File: config.mk
export PLATFORM = sky130hd
export DESIGN_NAME = mbe_ctrl
export DESIGN_NICKNAME = d
export VERILOG_FILES = /design/src/rtl/mbe_pkg.sv /design/src/rtl/mbe_ctrl.sv
export SDC_FILE = /design/constraint.sdc
export NUM_CORES = 1
export LEC_CHECK = 0
export BUFFER_PORTS_ARGS = -buffer_cell sky130_fd_sc_hd__clkbuf_2
export CORE_AREA = 8 8 45 47
export DETAILED_ROUTE_END_ITERATION = 8
export DIE_AREA = 0 0 53 55
export GPL_ROUTABILITY_DRIVEN = 0
export PLACE_DENSITY = 0.37
export SYNTH_ARGS = -nofsm -noshare
export SYNTH_HDL_FRONTEND = slang
export SYNTH_SLANG_ARGS = --single-unit
File: constraint.sdc
create_clock -name clk -period 0.95 [get_ports clk]
set_input_delay 0.19 -clock clk [delete_from_list [all_inputs] [get_ports clk]]
set_output_delay 0.19 -clock clk [all_outputs]
set_load 0.1 [all_outputs]
File: src/rtl/mbe_pkg.sv
// ----------------------------------------------------------------------------
// mbe_pkg : shared types and constants for the escape-time unit
// Fixed-point format, register indexes and reset values, and the command and
// status bundles that pass between the controller and the datapath.
// ----------------------------------------------------------------------------
`timescale 1ns / 1ps

package mbe_pkg;

  // Word format: signed Q4.28 by default
  localparam int WORD_W    = 32;
  localparam int FRAC_BITS = 28;

  // Default field widths
  localparam int COORD_BITS = 12;
  localparam int ITER_BITS  = 16;

  // Step registers hold one bit less than a word
  localparam int STEP_W = 31;

  // Escape when |z|^2 reaches 4.0, that is 2^(2*FRAC_BITS + 2) at full width
  localparam int              PROD_W     = 2 * WORD_W;
  localparam int              ESC_LOG2   = 2 * FRAC_BITS + 2;
  localparam bit              ESC_NEVER  = (ESC_LOG2 >= PROD_W);
  localparam logic [PROD_W-1:0] ESC_LIMIT =
    ESC_NEVER ? '0 : (PROD_W'(1) << ESC_LOG2);

  // Configuration port
  localparam int CFG_W     = 32;
  localparam int CFG_IDX_W = 3;

  localparam logic [CFG_IDX_W-1:0] REG_REAL_MIN  = 3'd0;
  localparam logic [CFG_IDX_W-1:0] REG_IMAG_MIN  = 3'd1;
  localparam logic [CFG_IDX_W-1:0] REG_REAL_STEP = 3'd2;
  localparam logic [CFG_IDX_W-1:0] REG_IMAG_STEP = 3'd3;
  localparam logic [CFG_IDX_W-1:0] REG_ITER_MAX  = 3'd4;

  // Reset values: -2.0, -1.5, 3/1024, 256 iterations
  localparam logic [WORD_W-1:0] REAL_MIN_RST  = 32'hE000_0000;
  localparam logic [WORD_W-1:0] IMAG_MIN_RST  = 32'hE800_0000;
  localparam logic [STEP_W-1:0] REAL_STEP_RST = 31'd786432;
  localparam logic [STEP_W-1:0] IMAG_STEP_RST = 31'd786432;
  localparam logic [CFG_W-1:0]  ITER_MAX_RST  = 32'd256;

  // Controller to datapath
  typedef struct packed {
    logic accept;  // take a pixel, form pixel*step
    logic load;    // form c, clear z and the count
    logic mul;     // form the two squares and the cross product
    logic step;    // write back z, bump the count
    logic finish;  // latch the count as the result
  } mbe_cmd_t;

  // Datapath to controller
  typedef struct packed {
    logic stop;    // escaped or limit reached
  } mbe_sts_t;

endpackage

File: src/rtl/mbe_ctrl.sv
// ----------------------------------------------------------------------------
// mbe_ctrl : sequencer for the escape-time unit
// Walks map, load, then multiply / update pairs until the datapath reports a
// stop, and strobes done for one cycle.
// ----------------------------------------------------------------------------
`timescale 1ns / 1ps

module mbe_ctrl (
  input  logic            clk,
  input  logic            rst,
  input  logic            start,
  input  mbe_pkg::mbe_sts_t sts,
  output mbe_pkg::mbe_cmd_t cmd,
  output logic            busy,
  output logic            done
);

  localparam logic [2:0] S_IDLE = 3'd0;
  localparam logic [2:0] S_MAP  = 3'd1;
  localparam logic [2:0] S_LOAD = 3'd2;
  localparam logic [2:0] S_MUL  = 3'd3;
  localparam logic [2:0] S_UPD  = 3'd4;

  logic [2:0] state;
  logic [2:0] state_next;

  always_comb begin
    state_next = state;
    case (state)
      S_IDLE: if (start) state_next = S_MAP;
      S_MAP:  state_next = S_LOAD;
      S_LOAD: state_next = S_MUL;
      S_MUL:  state_next = S_UPD;
      S_UPD:  state_next = sts.stop ? S_IDLE : S_MUL;
      default: state_next = S_IDLE;
    endcase
  end

  always_comb begin
    cmd.accept = (state == S_IDLE) && start;
    cmd.load   = (state == S_LOAD);
    cmd.mul    = (state == S_MUL);
    cmd.step   = (state == S_UPD) && !sts.stop;
    cmd.finish = (state == S_UPD) && sts.stop;
  end

  assign busy = (state != S_IDLE);

  always_ff @(posedge clk) begin
    if (rst) begin
      state <= S_IDLE;
      done  <= 1'b0;
    end else begin
      state <= state_next;
      done  <= cmd.finish;
    end
  end

`ifndef ASSERT_OFF
  a_done_pulse: assert property (@(posedge clk) disable iff (rst)
    done |=> !done)
    else $error("done held longer than one cycle");

  a_busy_fall: assert property (@(posedge clk) disable iff (rst)
    ($fell(busy) && !$past(rst)) |-> done)
    else $error("work ended without a result");

  a_accept_busy: assert property (@(posedge clk) disable iff (rst)
    (start && !busy) |=> (busy && !done))
    else $error("accepted pixel did not start work");
`endif

endmodule

# After elaboration in Yosys (flattened, before gate mapping)
# Index checks and enable logic that the tools add are counted.
dict set report word_totals {
  mem_bits_ro 0
  reg_bits 4
  in_bits 4
  elab_cells 16
  latchBits 0
  ram_bits 0
  out_inout_bits 7
  mem_count 0
}
dict set report classes {
  bitwise 0
  shifts 0
  n_mux 3
  n_eq_ne 5
  mul 0
  n_addsub 0
  div 0
  reduce_logical 6
  order_cmp 0
}
# op count
set op_table {}
lappend op_table {{$pmux 3 s5} 1}
lappend op_table {{$eq 3x2->1 const B} 2}
lappend op_table {{$eq 3x1->1 const B} 1}
lappend op_table {{$eq 3x3->1 const B} 1}
lappend op_table {{$logic_and 1x1->1} 3}
lappend op_table {{$logic_not 3->1} 1}
lappend op_table {{$mux 3} 1}
lappend op_table {{$reduce_bool 3->1} 1}
lappend op_table {{$mux 2} 1}
lappend op_table {{$ne 2x2->1 const B} 1}
lappend op_table {{$logic_not 1->1} 1}

# Logic depth before layout (Yosys ltp)
dict set report logic_depth {
  word_depth 2
  depth_mapped 2
  depth_no_buf 2
}

# Least setup slack after synthesis
# OpenSTA, ideal clock, no wires.
dict set report synth_path {
  kind {flip-flop to output port}
  start {register state[1]}
  end {output cmd[3] (netlist name)}
  path_stages_with_launch 2
  setup_slack_ps -1928
  required_ps 760
  arrival_ps 2688
  path_buffers 0
  path_cell_list {dfxtp_1 > nor3b_1}
}
# element line_no
set synth_lines {}
lappend synth_lines {{from (decl)} mbe_ctrl.sv:24} ;# logic [2:0] state;
lappend synth_lines {{from (signal assigned)} mbe_ctrl.sv:54} ;# state <= state_next;
lappend synth_lines {{to (decl)} mbe_ctrl.sv:13} ;# output mbe_pkg::mbe_cmd_t cmd,

==> results.yml <==
cells_and_area:
  final_layout_size_suffix_gt1_frac: 0.775
  utilization: 0.360
  syn_to_final_growth_pct: 137
  layout.nets: 46
  diodes: 0
  final_area_um2: 498
  fillers: 145
sta:
  post-route-worst-setup-slack_ns: -0.488
  finalHoldViolCount: 0
  fin_crit_sh: 1.51
  slew_viol_final: 0
  tightestPinTransition_ns: 0.315
  max-slew-margin-rel: 0.789
  rsz0062_at_grt: "true"
  holdWs_ns: 0.226
  finalClockSkew_ns: 0.00147
  fmax_ghz: 0.696
  period_needed_ns: 1.44
  setup_viol: 10
synthesis:
  synth.area.top_cells: "dfxtp_1, nor4b_4, and2_1, and4bb_1, or3_4"
  synthCells: 20
  synth.most_common_cell: "dfxtp_1"
  synth_edf_count: 0
  ys_seq_area_frac: 0.381
  synth_top_area_share: 0.381
  synth_seq_cells: 4
  yosysTopAreaCell: "dfxtp_1"
  synth_area_um2: 210
  syn_avg_cell_area_um2: 10.5
  synth_cell_types: 14
  async_flop_share: 0
  syn_nets: 24
  synth_commonest_cells: "dfxtp_1, and2_1, inv_1, nor2_1"
  yosys_warnings: 0
  synth_top_flop_cell: "dfxtp_1"
drt:
  drt_wl_total_um: 651
  wl_met2_um: 361
  drc: 0
  initialDrtViolationCount: 1
  vias: 223
  dr.pass1.iters: 3
  wl_met1_um: 213
  via_per_inst: 3.98
  wl_met3_um: 54
  post_drt_wl_per_cell_um: 11.6
  antenna_left: 0
  highest-signal-layer: "met4"
floorplan:
  die-area_um2: 2920
  chipWidth_um: 53
  die_h_um: 55
  start_util: 0.152
  floorplan.io_pins: 11
  coreArea_um2: 1380
  row_count: 14
critical_path:
  worstSetupPathType: "reg2out"
  reg2reg_depth: 5
  crit_path_end_kind: "output port"
  cp-start-kind: "flop"
  cp.arrival_ns: 1.25
  rr_endpoint: "state[1]$_SDFFE_PP0P_"
  critical_path.max_fanout: 2
  r2r_slack_ns: -0.25
  rr_startpoint: "state[2]$_SDFFE_PP0P_"
  cp_data_required_time_ns: 0.76
global_route:
  grt_pass1_vias: 248
  antenna_found_initial: 0
  grt_usage: 0.0508
  grt_first_pass_wirelength_um: 959
  overflow: 0
  grt_max_degree: 8
power:
  ir_drop_v: 0.000560
  p_leak_nw: 0.222
  powerDensity_nw_per_um2: 1680
run_status:
  status: "finished, violations left"
  violations: "setup timing"
placed_design:
  hpwlAfterDp_um: 476
  numPortBuffers: 10
  postPlaceCellArea_um2: 440
min_path:
  hold_end: "state[0]$_SDFFE_PP0P_"
  holdCritPathClass: "in2reg"
  worstHoldStart: "start"
  holdPathStages: 2
clock_network:
  cts_tree: "built"
  numCtsBuffers: 3
  clock_sinks: 4
  worst_skew_pair.late_latency_ns: 0.23
  cts_root_buffer: "clkbuf_4"
  clk_pin_slew_worst_paths_ns: 0.04
  htree_levels: 1
  clk_path_buf_depth: 2
flow_run:
  drv_cap: 0
==> placed cells by master (no fill, tap or decap) <==
master    netlist  routed
buf_6           0       2
and2_1          2       2
buf_4           0       5
and3b_2         0       1
a22o_1          1       1
o311a_1         1       1
nor2_4          0       1
clkbuf_2        0       3
inv_1           2       2
clkbuf_4        0       3
o21ai_2         0       1
and4bb_4        0       1
buf_12          0       7
dfxtp_2         0       4
nor4b_4         1       1
xor2_1          1       1
nor3b_4         0       1
nor2_1          2       2
or3_4           1       1
==> per-layer routing <==
metal / global-route usage / vias up
met4: 0.0905 / 0
met1: 0.0395 / 101
met3: 0.0267 / 2
li1: - / 112
met5: 0 / -
met2: 0.0703 / 8
==> timing repair <==
action,4_1_cts,5_1_grt
setup endpoints to repair,9,10
pin swaps,2,2
hold buffers,0,0
setup buffers,2,2
hold endpoints to repair,0,0
gates resized for setup,4,2
cloned,0,0
==> kinds of logic after synthesis <==
logic type,count (synthesis),synth area share
AO/OA/AOI/OAI,3,0.113
XOR/XNOR,1,0.0417
buffers and inverters,2,0.0357
flip-flops,4,0.381
AND/OR/NAND/NOR,10,0.429
==> power by group <==
part	switching, W	internal, W	total (W)
Sequential	0.0000150	0.000184	0.000199
Combinational	0.000255	0.000176	0.000431
Clock	0.0000658	0.000141	0.000207
Total	0.000336	0.000501	0.000836
==> stage by stage <==
stage               power, W  setup slack (ns)  instances  TNS [ns]
floorplan           0.000456            -0.856         20     -3.93
global placement    0.000607            -0.238         50     -1.11
detailed placement  0.000611            -0.245         50     -1.18
CTS                 0.000846            -0.497         55     -2.69
global route        0.000865            -0.522         56     -3.22
finish              0.000836            -0.488         56     -2.86
==> worst max-delay path by stage <==
stage / from / end / cells past startpoint
4_1_cts: state[2]$_SDFFE_PP0P_ / cmd[4] / 3
3_5_place_dp: state[0]$_SDFFE_PP0P_ / cmd[4] / 3
2_1_floorplan: state[0]$_SDFFE_PP0P_ / state[1]$_SDFFE_PP0P_ / 2
6_report: state[2]$_SDFFE_PP0P_ / cmd[4] / 3
3_3_place_gp: state[0]$_SDFFE_PP0P_ / cmd[4] / 3
5_1_grt: state[2]$_SDFFE_PP0P_ / cmd[1] / 3
==> cell type report <==
| class | instances | area (um2) | share of cell area |
|---|---|---|---|
| timing repair buffer | 17 | 215 | 0.432 |
| multi-input combinational | 14 | 148 | 0.296 |
| sequential | 4 | 85.1 | 0.171 |
| clock buffer | 3 | 22.5 | 0.0452 |
| tap | 16 | 20.0 | 0.0402 |
| inverter | 2 | 7.51 | 0.0151 |
==> state kept, by name (all words and copies together), names as in the netlist <==
register and count:
done 1, state 3
==> critical path: stages, from the launching register on <==
cell	delay [ns]
dfxtp_2	0.31
or3_4	0.41
nor2_4	0.11
buf_12	0.18
No activity file was read; power rests on OpenSTA's default activity.
